--- src/hw/rtl/apsm_pkg.sv ---
// Shared types and constants for the appliance power subset matcher.
package apsm_pkg;

    localparam int PW  = 20;
    localparam int TW  = 16;
    localparam int SLW = 3;
    localparam int OMW = 7;
    localparam int CIW = 2;

    localparam logic [CIW-1:0] CFG_SPLIT     = 2'd0;
    localparam logic [CIW-1:0] CFG_TOL_BELOW = 2'd1;
    localparam logic [CIW-1:0] CFG_TOL_ABOVE = 2'd2;

    localparam logic OP_LEARN    = 1'b0;
    localparam logic OP_IDENTIFY = 1'b1;

    localparam logic [PW-1:0] SPLIT_RST     = 20'd6000;
    localparam logic [TW-1:0] TOL_BELOW_RST = 16'd80;
    localparam logic [TW-1:0] TOL_ABOVE_RST = 16'd150;

    typedef struct packed {
        logic           op;
        logic [SLW-1:0] slot;
        logic [PW-1:0]  measured_power;
    } in_t;

    typedef struct packed {
        logic [OMW-1:0] on_mask;
        logic           matched;
    } out_t;

    typedef enum logic [1:0] {
        ST_IDLE,
        ST_PRE,
        ST_WALK,
        ST_FIN
    } state_t;

    typedef struct packed {
        logic learn;
        logic start;
        logic pre_step;
        logic walk_step;
    } cmd_t;

    typedef struct packed {
        logic pre_last;
        logic walk_last;
        logic hit;
    } status_t;

endpackage

--- src/hw/rtl/apsm_dp.sv ---
// Datapath: power table, step table, shared accumulator and tolerance compare.
module apsm_dp #(
    parameter int NUM_APPLIANCES = 7
) (
    input  logic                          clk,
    input  logic                          rst_n,
    input  apsm_pkg::cmd_t                cmd,
    input  apsm_pkg::in_t                 item,
    input  logic                          cfg_we,
    input  logic [apsm_pkg::CIW-1:0]      cfg_index,
    input  logic [apsm_pkg::PW-1:0]       cfg_data,
    output apsm_pkg::status_t             status,
    output apsm_pkg::out_t                result
);

    localparam int N  = NUM_APPLIANCES;
    localparam int SW = apsm_pkg::PW + $clog2(N);
    localparam int KW = (N > 1) ? $clog2(N) : 1;
    localparam int EW = (N > apsm_pkg::OMW) ? N : apsm_pkg::OMW;

    logic [apsm_pkg::PW-1:0] power_reg [N];
    logic [SW-1:0]           delta_reg [N];
    logic [SW-1:0]           prefix_reg;
    logic [SW-1:0]           sum_reg;
    logic [apsm_pkg::PW-1:0] meas_reg;
    logic [KW-1:0]           idx_reg;
    logic [N-1:0]            mask_reg;
    logic [apsm_pkg::PW-1:0] split_reg;
    logic [apsm_pkg::TW-1:0] tol_below_reg;
    logic [apsm_pkg::TW-1:0] tol_above_reg;

    logic                    slot_ok;
    logic [KW-1:0]           learn_idx;
    logic [SW-1:0]           p_ext;
    logic [KW-1:0]           run_len;
    logic [SW-1:0]           meas_ext;
    logic [SW-1:0]           diff;
    logic [apsm_pkg::TW-1:0] tol;
    logic                    hit;
    logic [EW-1:0]           mask_ext;

    // Number of trailing ones of the mask: the slots that the increment turns off.
    function automatic logic [KW-1:0] ones_run(input logic [N-1:0] m);
        logic [KW-1:0] k;
        logic          run;
        k   = '0;
        run = 1'b1;
        for (int i = 0; i < N; i++)
        begin
            if (run && m[i])
            begin
                k = k + 1'b1;
            end
            else
            begin
                run = 1'b0;
            end
        end
        return k;
    endfunction

    assign slot_ok   = (item.slot != '0) && (int'(item.slot) <= N);
    assign learn_idx = KW'(item.slot - apsm_pkg::SLW'(1));
    assign p_ext     = SW'(power_reg[idx_reg]);
    assign run_len   = ones_run(mask_reg);

    always_ff @(posedge clk or negedge rst_n)
    begin
        if (!rst_n)
        begin
            for (int i = 0; i < N; i++)
            begin
                power_reg[i] <= '0;
            end
            idx_reg       <= '0;
            mask_reg      <= '0;
            split_reg     <= apsm_pkg::SPLIT_RST;
            tol_below_reg <= apsm_pkg::TOL_BELOW_RST;
            tol_above_reg <= apsm_pkg::TOL_ABOVE_RST;
        end
        else
        begin
            if (cmd.learn && slot_ok)
            begin
                power_reg[learn_idx] <= item.measured_power;
            end
            if (cmd.start)
            begin
                idx_reg  <= '0;
                mask_reg <= '0;
            end
            if (cmd.pre_step)
            begin
                idx_reg <= idx_reg + 1'b1;
            end
            if (cmd.walk_step)
            begin
                mask_reg <= mask_reg + 1'b1;
            end
            if (cfg_we)
            begin
                case (cfg_index)
                    apsm_pkg::CFG_SPLIT:     split_reg     <= cfg_data;
                    apsm_pkg::CFG_TOL_BELOW: tol_below_reg <= cfg_data[apsm_pkg::TW-1:0];
                    apsm_pkg::CFG_TOL_ABOVE: tol_above_reg <= cfg_data[apsm_pkg::TW-1:0];
                    default: ;
                endcase
            end
        end
    end

    // The step table holds, for each run of trailing ones, what the mask increment
    // adds to the sum: the power of the slot turned on less the prefix turned off.
    // Sums are kept modulo 2^SW; every true sum fits, so the wrap is harmless.
    always_ff @(posedge clk)
    begin
        if (cmd.start)
        begin
            meas_reg   <= item.measured_power;
            prefix_reg <= '0;
            sum_reg    <= '0;
        end
        if (cmd.pre_step)
        begin
            delta_reg[idx_reg] <= p_ext - prefix_reg;
            prefix_reg         <= prefix_reg + p_ext;
        end
        if (cmd.walk_step)
        begin
            sum_reg <= sum_reg + delta_reg[run_len];
        end
    end

    assign meas_ext = SW'(meas_reg);
    assign diff     = (sum_reg >= meas_ext) ? (sum_reg - meas_ext) : (meas_ext - sum_reg);
    assign tol      = (sum_reg < SW'(split_reg)) ? tol_below_reg : tol_above_reg;
    assign hit      = diff < SW'(tol);
    assign mask_ext = EW'(mask_reg);

    assign status.pre_last  = (idx_reg == KW'(N - 1));
    assign status.walk_last = (mask_reg == '1);
    assign status.hit       = hit;

    assign result.on_mask = hit ? mask_ext[apsm_pkg::OMW-1:0] : '0;
    assign result.matched = hit;

`ifndef SYNTHESIS
    a_no_mask_wrap: assert property (@(posedge clk) disable iff (!rst_n)
        cmd.walk_step |-> (mask_reg != '1))
        else $error("mask counter stepped past the last mask");
`endif

endmodule

--- src/hw/rtl/apsm_ctrl.sv ---
// Sequencer for the matcher, with the request handshake and output register.
module apsm_ctrl (
    input  logic               clk,
    input  logic               rst_n,
    input  logic               in_valid,
    output logic               in_ready,
    input  logic               item_op,
    input  apsm_pkg::status_t  status,
    input  apsm_pkg::out_t     result,
    output apsm_pkg::cmd_t     cmd,
    output logic               out_valid,
    input  logic               out_ready,
    output apsm_pkg::out_t     out_item
);

    apsm_pkg::state_t state_reg;
    apsm_pkg::state_t state_next;
    logic             out_valid_reg;
    logic             out_valid_next;
    apsm_pkg::out_t   out_item_reg;
    logic             out_load;

    always_ff @(posedge clk or negedge rst_n)
    begin
        if (!rst_n)
        begin
            state_reg     <= apsm_pkg::ST_IDLE;
            out_valid_reg <= 1'b0;
        end
        else
        begin
            state_reg     <= state_next;
            out_valid_reg <= out_valid_next;
        end
    end

    always_ff @(posedge clk)
    begin
        if (out_load)
        begin
            out_item_reg <= result;
        end
    end

    always_comb
    begin
        state_next = state_reg;
        cmd        = '0;
        in_ready   = 1'b0;
        out_load   = 1'b0;
        case (state_reg)
            apsm_pkg::ST_IDLE:
            begin
                in_ready = 1'b1;
                if (in_valid)
                begin
                    if (item_op == apsm_pkg::OP_IDENTIFY)
                    begin
                        cmd.start  = 1'b1;
                        state_next = apsm_pkg::ST_PRE;
                    end
                    else
                    begin
                        cmd.learn = 1'b1;
                    end
                end
            end
            apsm_pkg::ST_PRE:
            begin
                cmd.pre_step = 1'b1;
                if (status.pre_last)
                begin
                    state_next = apsm_pkg::ST_WALK;
                end
            end
            apsm_pkg::ST_WALK:
            begin
                if (status.hit || status.walk_last)
                begin
                    state_next = apsm_pkg::ST_FIN;
                end
                else
                begin
                    cmd.walk_step = 1'b1;
                end
            end
            apsm_pkg::ST_FIN:
            begin
                // The mask and sum are frozen here; a config write can still change the hit while the result waits.
                if (!out_valid_reg || out_ready)
                begin
                    out_load   = 1'b1;
                    state_next = apsm_pkg::ST_IDLE;
                end
            end
            default:
            begin
                state_next = apsm_pkg::ST_IDLE;
            end
        endcase
    end

    always_comb
    begin
        if (out_load)
        begin
            out_valid_next = 1'b1;
        end
        else if (out_ready)
        begin
            out_valid_next = 1'b0;
        end
        else
        begin
            out_valid_next = out_valid_reg;
        end
    end

    assign out_valid = out_valid_reg;
    assign out_item  = out_item_reg;

`ifndef SYNTHESIS
    a_hit_ends_walk: assert property (@(posedge clk) disable iff (!rst_n)
        (state_reg == apsm_pkg::ST_WALK && status.hit) |=> (state_reg == apsm_pkg::ST_FIN))
        else $error("walk continued past a matching mask");

    a_fin_delivers: assert property (@(posedge clk) disable iff (!rst_n)
        (state_reg == apsm_pkg::ST_FIN && (!out_valid_reg || out_ready))
        |=> (out_valid_reg && state_reg == apsm_pkg::ST_IDLE))
        else $error("finished search did not reach the output register");

    a_identify_starts: assert property (@(posedge clk) disable iff (!rst_n)
        (in_valid && in_ready && item_op == apsm_pkg::OP_IDENTIFY)
        |=> (state_reg == apsm_pkg::ST_PRE))
        else $error("identify request did not start the table pass");
`endif

endmodule

--- src/hw/rtl/appliance_power_subset_match_unit.sv ---
// Top level of the appliance power subset matcher.
//
// Requests arrive on in_valid/in_ready with in_item. A learn request stores
// measured_power in the given slot (1..NUM_APPLIANCES) in the cycle it is
// accepted and gives no result. An identify request first runs one pass over
// the power table to build a table of mask-step increments, then tests one
// on/off mask per cycle in ascending order with a single accumulator. The
// first mask within tolerance wins. in_ready is low while a search runs.
// Results leave through a register on out_valid/out_ready; a new request is
// accepted while a result still waits, and a search that finishes against a
// stalled output holds until the register is free.
// Configuration writes on cfg_valid/cfg_index/cfg_data are always taken.
// Reset clears the power table and loads the default split and tolerances;
// no clearing pass is needed.
module appliance_power_subset_match_unit #(
    parameter int NUM_APPLIANCES = 7
) (
    input  logic                      clk,
    input  logic                      rst_n,
    input  logic                      in_valid,
    output logic                      in_ready,
    input  apsm_pkg::in_t             in_item,
    output logic                      out_valid,
    input  logic                      out_ready,
    output apsm_pkg::out_t            out_item,
    input  logic                      cfg_valid,
    output logic                      cfg_ready,
    input  logic [apsm_pkg::CIW-1:0]  cfg_index,
    input  logic [apsm_pkg::PW-1:0]   cfg_data
);

    apsm_pkg::cmd_t    cmd;
    apsm_pkg::status_t status;
    apsm_pkg::out_t    result;
    logic              cfg_we;

    assign cfg_ready = 1'b1;
    assign cfg_we    = cfg_valid && cfg_ready;

    apsm_ctrl u_ctrl (
        .clk       (clk),
        .rst_n     (rst_n),
        .in_valid  (in_valid),
        .in_ready  (in_ready),
        .item_op   (in_item.op),
        .status    (status),
        .result    (result),
        .cmd       (cmd),
        .out_valid (out_valid),
        .out_ready (out_ready),
        .out_item  (out_item)
    );

    apsm_dp #(
        .NUM_APPLIANCES (NUM_APPLIANCES)
    ) u_dp (
        .clk       (clk),
        .rst_n     (rst_n),
        .cmd       (cmd),
        .item      (in_item),
        .cfg_we    (cfg_we),
        .cfg_index (cfg_index),
        .cfg_data  (cfg_data),
        .status    (status),
        .result    (result)
    );

endmodule
--- config.mk ---
export PLATFORM = sky130hd
export DESIGN_NAME = appliance_power_subset_match_unit
export DESIGN_NICKNAME = d
export VERILOG_FILES = /design/src/hw/rtl/apsm_pkg.sv /design/src/hw/rtl/apsm_dp.sv /design/src/hw/rtl/apsm_ctrl.sv /design/src/hw/rtl/appliance_power_subset_match_unit.sv
export SDC_FILE = /design/constraint.sdc
export NUM_CORES = 1
export LEC_CHECK = 0
export ABC_CLOCK_PERIOD_IN_PS = 7900
export BUFFER_PORTS_ARGS = -buffer_cell sky130_fd_sc_hd__buf_4
export CORE_AREA = 2 2 223 225
export CTS_CLUSTER_SIZE = 30
export DETAILED_ROUTE_END_ITERATION = 16
export DIE_AREA = 0 0 225 227
export PLACE_DENSITY = 0.74
export SKIP_CTS_REPAIR_TIMING = 1
export SLEW_MARGIN = 30
export SYNTH_ARGS = -nofsm -noshare
export SYNTH_HDL_FRONTEND = slang
export SYNTH_SLANG_ARGS = --single-unit
--- constraint.sdc ---
create_clock -name clk -period 7.9 [get_ports clk]
set_clock_uncertainty 0.2 [all_clocks]
set_input_delay 0.79 -clock clk [delete_from_list [all_inputs] [get_ports clk]]
set_output_delay 0.79 -clock clk [all_outputs]
set_load 0.02 [all_outputs]
### Word-level counts from Yosys, hierarchy flattened

Memories as Yosys holds them, arrays and structs flattened.
Index checks and enable logic that the tools add are counted.

* flip-flop bits (word level): 279
* memory bits (writable): 161
* input bits: 51
* output and inout port bits: 11
* logic and storage cells: 123
* memories: 1

Memories
* u_dp.delta_reg: words 7, bits a word 23, rd ports 1, clocked after Yosys merged registers in 0, wr ports 1, line apsm_dp.sv:22 `logic [SW-1:0] delta_reg [N];`

* add/sub/neg operators: 14
* magnitude comparators: 6
* eq/ne operators: 12
* muxes and demuxes: 48
* bitwise logic cells: 2
* reduce and logical (&&, ||, !) cells: 21

Operators by type and width (number)
* $bwmux 140: 1
* $mux 23: 4
* $bmux 20 s3: 1
* $demux 20 s3: 1
* $mux 20: 3
* $sub 20x23->23: 2
* $mux 3: 8
* $add 23x20->23: 1
* $add 23x23->23: 1
* $ge 23x20->1: 1
* $lt 23x16->1: 1
* $lt 23x20->1: 1
* $sub 23x20->23: 1
* $add 3x1->3 const B: 7
* $mux 1: 19
* $mux 16: 1
* $mux 2: 7
* $mux 7: 2
* $ge 4x4->1 const B: 2
* $logic_and 1x1->1: 8
* $not 3->4: 2
* $pmux 2 s4: 1
* $add 7x1->7 const B: 1
* $eq 7x7->1 const B: 1
* 14 further kinds: 26

### Longest topological paths before layout

Gate-level depths: netlist of the first run.
An unclocked memory read counts as a cell.

* word-level depth: 16
* mapped depth: 34
* gate-level depth less buffers: 32

### Modules after synthesis

From an unflattened synthesis of the first run, not the netlist that was laid out.

* cell total of the unflattened synthesis: 2088
* area total of the unflattened synthesis: 24599.8 um^2

Modules (own cells, without submodules)
* apsm_dp: times used 1, cells each 2055, area each 24088.1 um^2, sequential area each 11887.7 um^2
* apsm_ctrl: times used 1, cells each 31, area each 500.5 um^2, sequential area each 315.3 um^2
* appliance_power_subset_match_unit: times used 1, cells each 2, area each 11.3 um^2, sequential area each 0.0 um^2

### Worst setup path before layout of the first run

OpenSTA, ideal clock, no wires.

* path kind: register to register
* from: register u_dp.mask_reg[1] (netlist: u_dp.mask_ext[1])
* to: register u_dp.sum_reg[22], data pin
* setup time: 0.257 ns
* arrival: 6.526 ns
* data required time: 7.443 ns
* slack: 0.917 ns
* cell stages (with the launch flop): 35
* buffers on the path: 3
* clock period less this slack: 6.983 ns
* cell sequence: dfrtp_1 -> inv_1 -> ha_1 -> clkbuf_1 -> xnor2_1 -> ha_1 -> mux2_2 -> ha_1 -> mux2_2 -> ha_1 -> inv_1 -> o21ai_0 -> ha_1 -> nand2_1 -> xor2_1 -> nor2_1 -> xnor2_1 -> clkbuf_1 -> clkbuf_1 -> a31oi_1 -> mux2_2 -> ha_1 -> inv_1 -> fa_1 -> nor2b_1 -> o21a_1 -> o21ai_0 -> a211oi_1 -> nor3b_1 -> nor4_1 -> o41ai_1 -> nand2_1 -> a31oi_1 -> xnor2_1 -> nor2_1

* longest elaborated chain between the ends: 15
* elaborated cells between the ends (all ways): 29
* classes of those cells: add/sub (6); eq/ne (1); mux (14); reduce/logical (7); memory (1)

RTL lines
* start, declared: line apsm_dp.sv:27 `logic [N-1:0] mask_reg;`
* start signal, assigned: line apsm_dp.sv:98 `mask_reg <= mask_reg + 1'b1;`
* $logic_and 1x1->1: line apsm_dp.sv:50 `if (run && m[i])`
* $mux 3 / $mux 1 (equally long branches): line apsm_dp.sv:50
* $add 3x1->3 / $logic_and 1x1->1 (equally long branches): line apsm_dp.sv:52, apsm_dp.sv:50
* $mux 3 / $mux 1 (equally long branches): line apsm_dp.sv:50
* $add 3x1->3 / $logic_and 1x1->1 (equally long branches): line apsm_dp.sv:52, apsm_dp.sv:50
* $mux 3 / $mux 1 (equally long branches): line apsm_dp.sv:50
* $add 3x1->3 / $logic_and 1x1->1 (equally long branches): line apsm_dp.sv:52, apsm_dp.sv:50
* $mux 3 / $mux 1 (equally long branches): line apsm_dp.sv:50
* $add 3x1->3 / $logic_and 1x1->1 (equally long branches): line apsm_dp.sv:52, apsm_dp.sv:50
* $mux 3 / $mux 1 (equally long branches): line apsm_dp.sv:50
* $add 3x1->3 / $logic_and 1x1->1 (equally long branches): line apsm_dp.sv:52, apsm_dp.sv:50
* $mux 3: line apsm_dp.sv:50
* $mem_v2 7x23
* $add 23x23->23: line apsm_dp.sv:130 `sum_reg <= sum_reg + delta_reg[run_len];`
* $mux 23 *: line apsm_dp.sv:128 `if (cmd.walk_step)`
* end signal, assigned: line apsm_dp.sv:130
* end, declared: line apsm_dp.sv:24 `logic [SW-1:0] sum_reg;`

Every way passes the cells marked *; elsewhere a longest branch is shown, timed or not.
A chain may end at the register's enable or synchronous reset.

### Final worst setup path of the first run

* from: register u_dp.mask_reg[0] (netlist: u_dp.mask_ext[0])
* to: register u_dp.sum_reg[19], data pin

* longest elaborated chain between the ends: 16
* elaborated cells between the ends (all ways): 32
* classes of those cells: add/sub (7); eq/ne (1); mux (16); reduce/logical (7); memory (1)

RTL lines (line)
* $mux 1: apsm_dp.sv:50
* $add 3x1->3 / $logic_and 1x1->1 (equally long branches): apsm_dp.sv:52, apsm_dp.sv:50
* $mux 3 / $mux 1 (equally long branches): apsm_dp.sv:50
* $add 3x1->3 / $logic_and 1x1->1 (equally long branches): apsm_dp.sv:52, apsm_dp.sv:50
* $mux 3 / $mux 1 (equally long branches): apsm_dp.sv:50
* $add 3x1->3 / $logic_and 1x1->1 (equally long branches): apsm_dp.sv:52, apsm_dp.sv:50
* $mux 3 / $mux 1 (equally long branches): apsm_dp.sv:50
* $add 3x1->3 / $logic_and 1x1->1 (equally long branches): apsm_dp.sv:52, apsm_dp.sv:50
* $mux 3 / $mux 1 (equally long branches): apsm_dp.sv:50
* $add 3x1->3 / $logic_and 1x1->1 (equally long branches): apsm_dp.sv:52, apsm_dp.sv:50
* $mux 3 / $mux 1 (equally long branches): apsm_dp.sv:50
* $add 3x1->3 / $logic_and 1x1->1 (equally long branches): apsm_dp.sv:52, apsm_dp.sv:50
* $mux 3: apsm_dp.sv:50
* $mem_v2 7x23
* $add 23x23->23: apsm_dp.sv:130
* $mux 23 *: apsm_dp.sv:128

Marked as above.

==> flow_summary.toml, run 1 <==
[outcome]
status = "completed"

[synth]
synth_top_family_by_area = "multiplexers"
yosysWarnings = 0
synth_compound_area_frac = 0.09610
synthAdderAreaFrac = 0.08343
netlist_instances = 2025
yosysTopAreaCell = "edfxtp_1"
syn_nets = 2233
synth.most_common_cell = "edfxtp_1"
synth_mux_area_frac = 0.1555
syn-mean-instance-area_sq_um = 11.85
yosysSeqAreaShare = 0.5086
synth_flop_cell = "edfxtp_1"
async_flop_share = 0.4659
synth.distinct_cells = 79
synth_edf_count = 235
synth_area_leaders = "edfxtp_1 (29%), dfrtp_1 (20%), mux2_2 (9.3%)"
ys_ff_latch = 440
yosys.area.top_type_share = 0.2941
synth-xor-area-share = 0.02878
synth_area_sq_um = 23990
synthSimpleGateAreaFrac = 0.08990
synth.top_cells.by_count = "edfxtp_1 (235), mux2_2 (199), dfrtp_1 (192)"

[worst_setup_path]
cp_common_cell = "ha_1"
crit_arrival_ps = 7540
worst_path_dominant_cell_family = "compound AO/OA/AOI/OAI gates"
crit_fanout = 42
end_kind = "flop"
crit_buf_inv = 3
rr_worst_depth = 30
cp-startpoint = "u_dp.mask_ext[0]"
regToRegEndpoint = "u_dp.sum_reg[19]"
crit_required_ps = 8010
cpMaxStageDelayCell = "dfrtp_1"
rr_startpoint = "u_dp.mask_ext[0]"
path_class = "flop to flop"
reg2reg_slack_ps = 480
slowest_delay_ps = 470
cp-start-kind = "flop"
worst-path-stages = 30

[timing]
relSlewSlack = 0.3895
report.final.slew_viol_count = 0
worst_pin_slew_ps = 913.0
timing.final.crit_share = 0.9396
timing.setup.tns_ps = 0
period_minus_slack_ps = 7423
report.final.setup_viol = 0
rsz0062_at_grt = "no"
fmax_mhz = 134.7
hold_viol_final = 0

[place]
io_buffers = 60
dp_cells = 2641
place.gp.congestion = 0.9132
dp_hpwl_mm = 37.75
place_area_sq_um = 25100

[die]
dieWidth_um = 225
initial_core_util = 0.4943
design.core.area_sq_um = 48550
ios = 62
die-area_sq_um = 51080
die_h_um = 227
rows = 81

[power_and_ir_drop]
p_leak_nw = 11.11
p_clk_frac = 0.162
seq_power_share = 0.339
power_density_nw_per_um2 = 480.9
pwr-share-comb = 0.499
swShare = 0.4037
ir_drop_uv = 199.5
p_switching_w = 0.005151
p_int_w = 0.007610

[clock_network]
cts_buffer_depth = 3
ctsHtreeMaxLevel = 2
clk_pin_slew_ps = 60
clock_latency_ps = 580
tritoncts = "built"
cts_buffers = 45
cts_root_buffer = "clkbuf_16"
cts_num_sinks = 440

[routing]
drtIter0Drc = 1026
wl_mm = 53.96
remaining_drc_errors = 0
postRouteAntennaNets = 0
vias = 15650
vias_per_cell = 5.746
drt_first_pass_iters = 5
wl_per_cell_um = 19.81

[grt]
antenna_found_initial = 1
grt_pass1_vias = 16380
grt_max_degree = 102
grt_util_all_layers = 0.2172
grt_overflow = 0
grt_pass1_wl_mm = 87.35

[final_layout]
final_cells = 2723
final_area_sq_um = 26540
area_delta_synth_final_pct = 10.60
largest_register_ffs = 161
insertedDiodeCount = 0
finalNetCount = 2274
nFillCells = 3988
finish.utilization = 0.5466
drive_gt1_frac = 0.2170

[min_path]
hold_class = "input pin to asynchronous set/reset pin"

[job]
max_cap_violations = 0
==> power groups by stage <==
stage | logic, W | clock network [W] | registers, W
2_1_floorplan | 0.00488 | 0 | 0.00414
3_3_place_gp | 0.00601 | 0 | 0.00431
3_5_place_dp | 0.00629 | 0 | 0.00436
4_1_cts | 0.00635 | 0.00211 | 0.00433
5_1_grt | 0.00712 | 0.00219 | 0.00441
6_report | 0.00636 | 0.00206 | 0.00433
==> how the worst max path moves through the flow <==
stage                                   to
after CTS                 u_dp.sum_reg[19]
after global routing      u_dp.sum_reg[19]
after detailed placement  u_dp.sum_reg[19]
after floorplan           u_dp.sum_reg[22]
after global placement    u_dp.sum_reg[21]
final                     u_dp.sum_reg[19]
==> per-layer routing <==
metal,global-route usage,vias up,wire [um]
met5,0,-,11
met4,0.08225,2,1752
met3,0.03265,123,2592
met2,0.3720,346,26200
met1,0.2802,7775,23400
li1,-,7400,-
==> logic make-up after synthesis <==
group           after synthesis
compound gates              373
xor+xnor                     78
fa+ha+maj                   157
buf+inv                     227
flops                       440
mux                         294
other cells                   1
simple gates                455
==> placed cells by master (no fill, tap or decap), drive strengths merged, types with 5 or more instances in the layout <==
| master | n |
|---|---|
| clkinv | 12 |
| nor2b | 18 |
| ha | 152 |
| o21ai | 97 |
| o31ai | 5 |
| nand4 | 10 |
| inv | 135 |
| nor4 | 5 |
| xnor2 | 45 |
| nor2 | 129 |
| nand3 | 29 |
| a21boi | 7 |
| and3 | 9 |
| nor3 | 25 |
| a31oi | 33 |
| nand2 | 151 |
| dfstp | 13 |
| o21bai | 8 |
| xor2 | 33 |
| mux4 | 43 |
| a21o | 29 |
| dfrtp | 192 |
| mux2 | 200 |
| fa | 5 |
| nand3b | 5 |
| clkbuf | 65 |
| and2 | 22 |
| or3 | 16 |
| nand2b | 18 |
| a211oi | 14 |
| o211ai | 10 |
| edfxtp | 235 |
| mux2i | 51 |
| nor3b | 5 |
| a21oi | 117 |
| o21a | 17 |
| buf | 88 |
==> per-stage QoR <==
stage	hold slack, ps	worst slack [ps]	total power [W]
floorplan	272.7	916.6	0.009025
global placement	282.2	615.1	0.01032
detailed placement	290.2	389.1	0.01065
CTS	91.70	360.4	0.01279
global route	133.0	34.25	0.01373
finish	56.73	476.9	0.01276
==> cell type report <==
| class | instances | area (sq um) | share of cell area |
|---|---|---|---|
| multi-input cells | 1358 | 10960 | 0.4131 |
| clock buffers | 64 | 1262 | 0.04757 |
| clock inverters | 18 | 155.1 | 0.005847 |
| repair buffers | 89 | 678.2 | 0.02556 |
| flip-flops and latches | 440 | 12210 | 0.4599 |
| well taps | 622 | 778.2 | 0.02933 |
| inverters | 132 | 495.5 | 0.01867 |
Power figures use the tool's default switching activity.
==> inputs of run 2 (changes only) <==
ABC_CLOCK_PERIOD_IN_PS = 8600   (was 7900)
clock period = 8.6 ns   (was 7.9 ns; I/O delays follow)
==> run 2 against run 1 <==
Effect of this change:
- sequential share of layout area is essentially flat
- worst setup slack gained 220 ps
- register-to-register slack improved by 220 ps
- wire length is 1.7% lower
- clock power is 7% lower
- total power fell by 8.3%
- largest cell class unchanged
- non-clock buffer count is 8 lower
- final area about the same
- critical path depth is the same
- cell count decreased by 0.22%
- die area stayed put
- sequential power shrank 9.2%
==> flow_summary.toml, run 2 (synthesis gave the netlist of run 1 again) <==
[timing]
rsz0062_at_grt = "no"
report.final.slew_viol_count = 0
timing.final.crit_share = 0.9193
period_minus_slack_ps = 7906
hold_viol_final = 0
fmax_mhz = 126.5
worst_pin_slew_ps = 924.6
relSlewSlack = 0.3821
report.final.setup_viol = 0
worst_slack_ps = 693.9
timing.setup.tns_ps = 0

[final_layout]
insertedDiodeCount = 0
final_area_sq_um = 26520
drive_gt1_frac = 0.2119
final_common_cell = "edfxtp_1"
area_delta_synth_final_pct = 10.54
final_cells = 2717
nFillCells = 3955
regArea_sq_um = 12210
multi_input_area_sq_um = 10970
layout_common_cells = "edfxtp_1 (235), mux2_2 (199), dfrtp_1 (190)"
finalNetCount = 2266
largest_register_ffs = 161

[routing]
wl_mm = 53.05
vias = 15590
wl_per_cell_um = 19.53
postRouteAntennaNets = 0
remaining_drc_errors = 0
drt_first_pass_iters = 5
vias_per_cell = 5.737
drtIter0Drc = 1051

[clock_network]
cts_num_sinks = 440
cts_root_buffer = "clkbuf_16"
cts_buffer_depth = 3
cts_buffers = 45
tritoncts = "built"
clk_pin_slew_ps = 60
clock_latency_ps = 600
ctsHtreeMaxLevel = 2

[worst_setup_path]
regToRegEndpoint = "u_dp.sum_reg[20]"
rr_worst_depth = 30
crit_required_ps = 8730
crit_arrival_ps = 8040
cp_common_cell = "ha_1"
path_class = "flop to flop"
crit_fanout = 30
cpMaxStageDelayCell = "o41ai_1"
crit_end = "u_dp.sum_reg[20]"
end_kind = "flop"
slowest_delay_ps = 540
worst_path_dominant_cell_family = "adder cells"
worst-path-stages = 30
rr_startpoint = "u_dp.mask_ext[0]"
cp-startpoint = "u_dp.mask_ext[0]"
cp-start-kind = "flop"
reg2reg_slack_ps = 690
crit_buf_inv = 2

[power_and_ir_drop]
p_leak_nw = 11.06
power_density_nw_per_um2 = 441.0
pwr-share-comb = 0.500
p_int_w = 0.006987
swShare = 0.4026
p_switching_w = 0.004709
ir_drop_uv = 203.8
seq_power_share = 0.336
p_clk_frac = 0.164
power_w = 0.01170

[place]
place_ws_ps = 791.3
place.gp.congestion = 0.9072
dp_cells = 2633
io_buffers = 60
place_area_sq_um = 25070
dp_hpwl_mm = 37.42

[grt]
grt_use_met1 = 0.2784
globalRouteMet3Util = 0.02904
grt_overflow = 0
met2_usage = 0.3690
gr-max-usage-layer = "met2"
grt_util_all_layers = 0.2139
grt_pass1_wl_mm = 85.80
antenna_found_initial = 4
grt_pass1_vias = 16120
grt_max_degree = 92

[die]
rows = 81
die-area_sq_um = 51080
design.core.area_sq_um = 48550
ios = 62
dieWidth_um = 225
die_h_um = 227
initial_core_util = 0.4943

[outcome]
status = "completed"

[min_path]
hold_class = "input pin to asynchronous set/reset pin"

[job]
max_cap_violations = 0
==> run 2: cell types whose count changed in the layout (fill, tap and decap cells not counted), moves of 2 or more <==
cell       change
buf_4          -8
clkbuf_4       -4
clkinv_1       +6
clkinv_16      +2
inv_16         -2
nor2_2         -4
nor2_4         +4
==> run 2: power by group through the flow <==
stage | Clock, W | Combinational (W) | Sequential, W
after detailed placement | 0 | 0.00580 | 0.00397
after floorplan | 0 | 0.00449 | 0.00381
after CTS | 0.00196 | 0.00584 | 0.00393
after global placement | 0 | 0.00559 | 0.00392
after global routing | 0.00204 | 0.00656 | 0.00400
final | 0.00191 | 0.00585 | 0.00393
==> run 2: worst register-to-register path, delay by kind of cell (launching register included) <==
family                     cells  cell delay, ps
adders and majority gates      6            1650
AOI/OAI and AO/OA              7            1630
and+or+nand+nor                8            1270
muxes                          4            1180
xor gates and xnor gates       3             780
buffers and inverters          2             480
DFF                            1             470
==> run 2: final cells by class <==
cell class,count,area share
Sequential cell,440,0.4602
Multi-Input combinational cell,1358,0.4137
Timing Repair Buffer,81,0.02330
Clock buffer,58,0.04581
Tap cell,622,0.02934
Inverter,132,0.01868
Clock inverter,26,0.008963
==> run 2: how the worst min path moves through the flow <==
stage / startpoint / endpoint / slack, ps / depth (start not counted)
final: rst_n / u_dp.tol_below_reg[1] / 90 / 1
after global routing: rst_n / u_dp.tol_below_reg[1] / 160 / 1
after CTS: rst_n / u_dp.tol_above_reg[0] / 120 / 1
after detailed placement: u_dp.power_reg[43] / u_dp.power_reg[43] / 290 / 1
after global placement: u_dp.power_reg[4] / u_dp.power_reg[4] / 280 / 1
after floorplan: u_dp.split_reg[0] / u_dp.split_reg[0] / 270 / 1
==> run 2: stage by stage <==
stage | utilization | hold slack [ps]
after floorplan | - | 272.7
after global placement | 0.5161 | 281.7
after detailed placement | 0.5163 | 290.4
after CTS | 0.5463 | 118.6
after global routing | 0.5464 | 161.3
final | 0.5464 | 94.77
==> run 2: per-layer routing <==
layer,up-vias,part of all wire
met1,7788,0.44
met5,-,0
met4,0,0.029
met3,82,0.044
met2,339,0.49
li1,7378,-
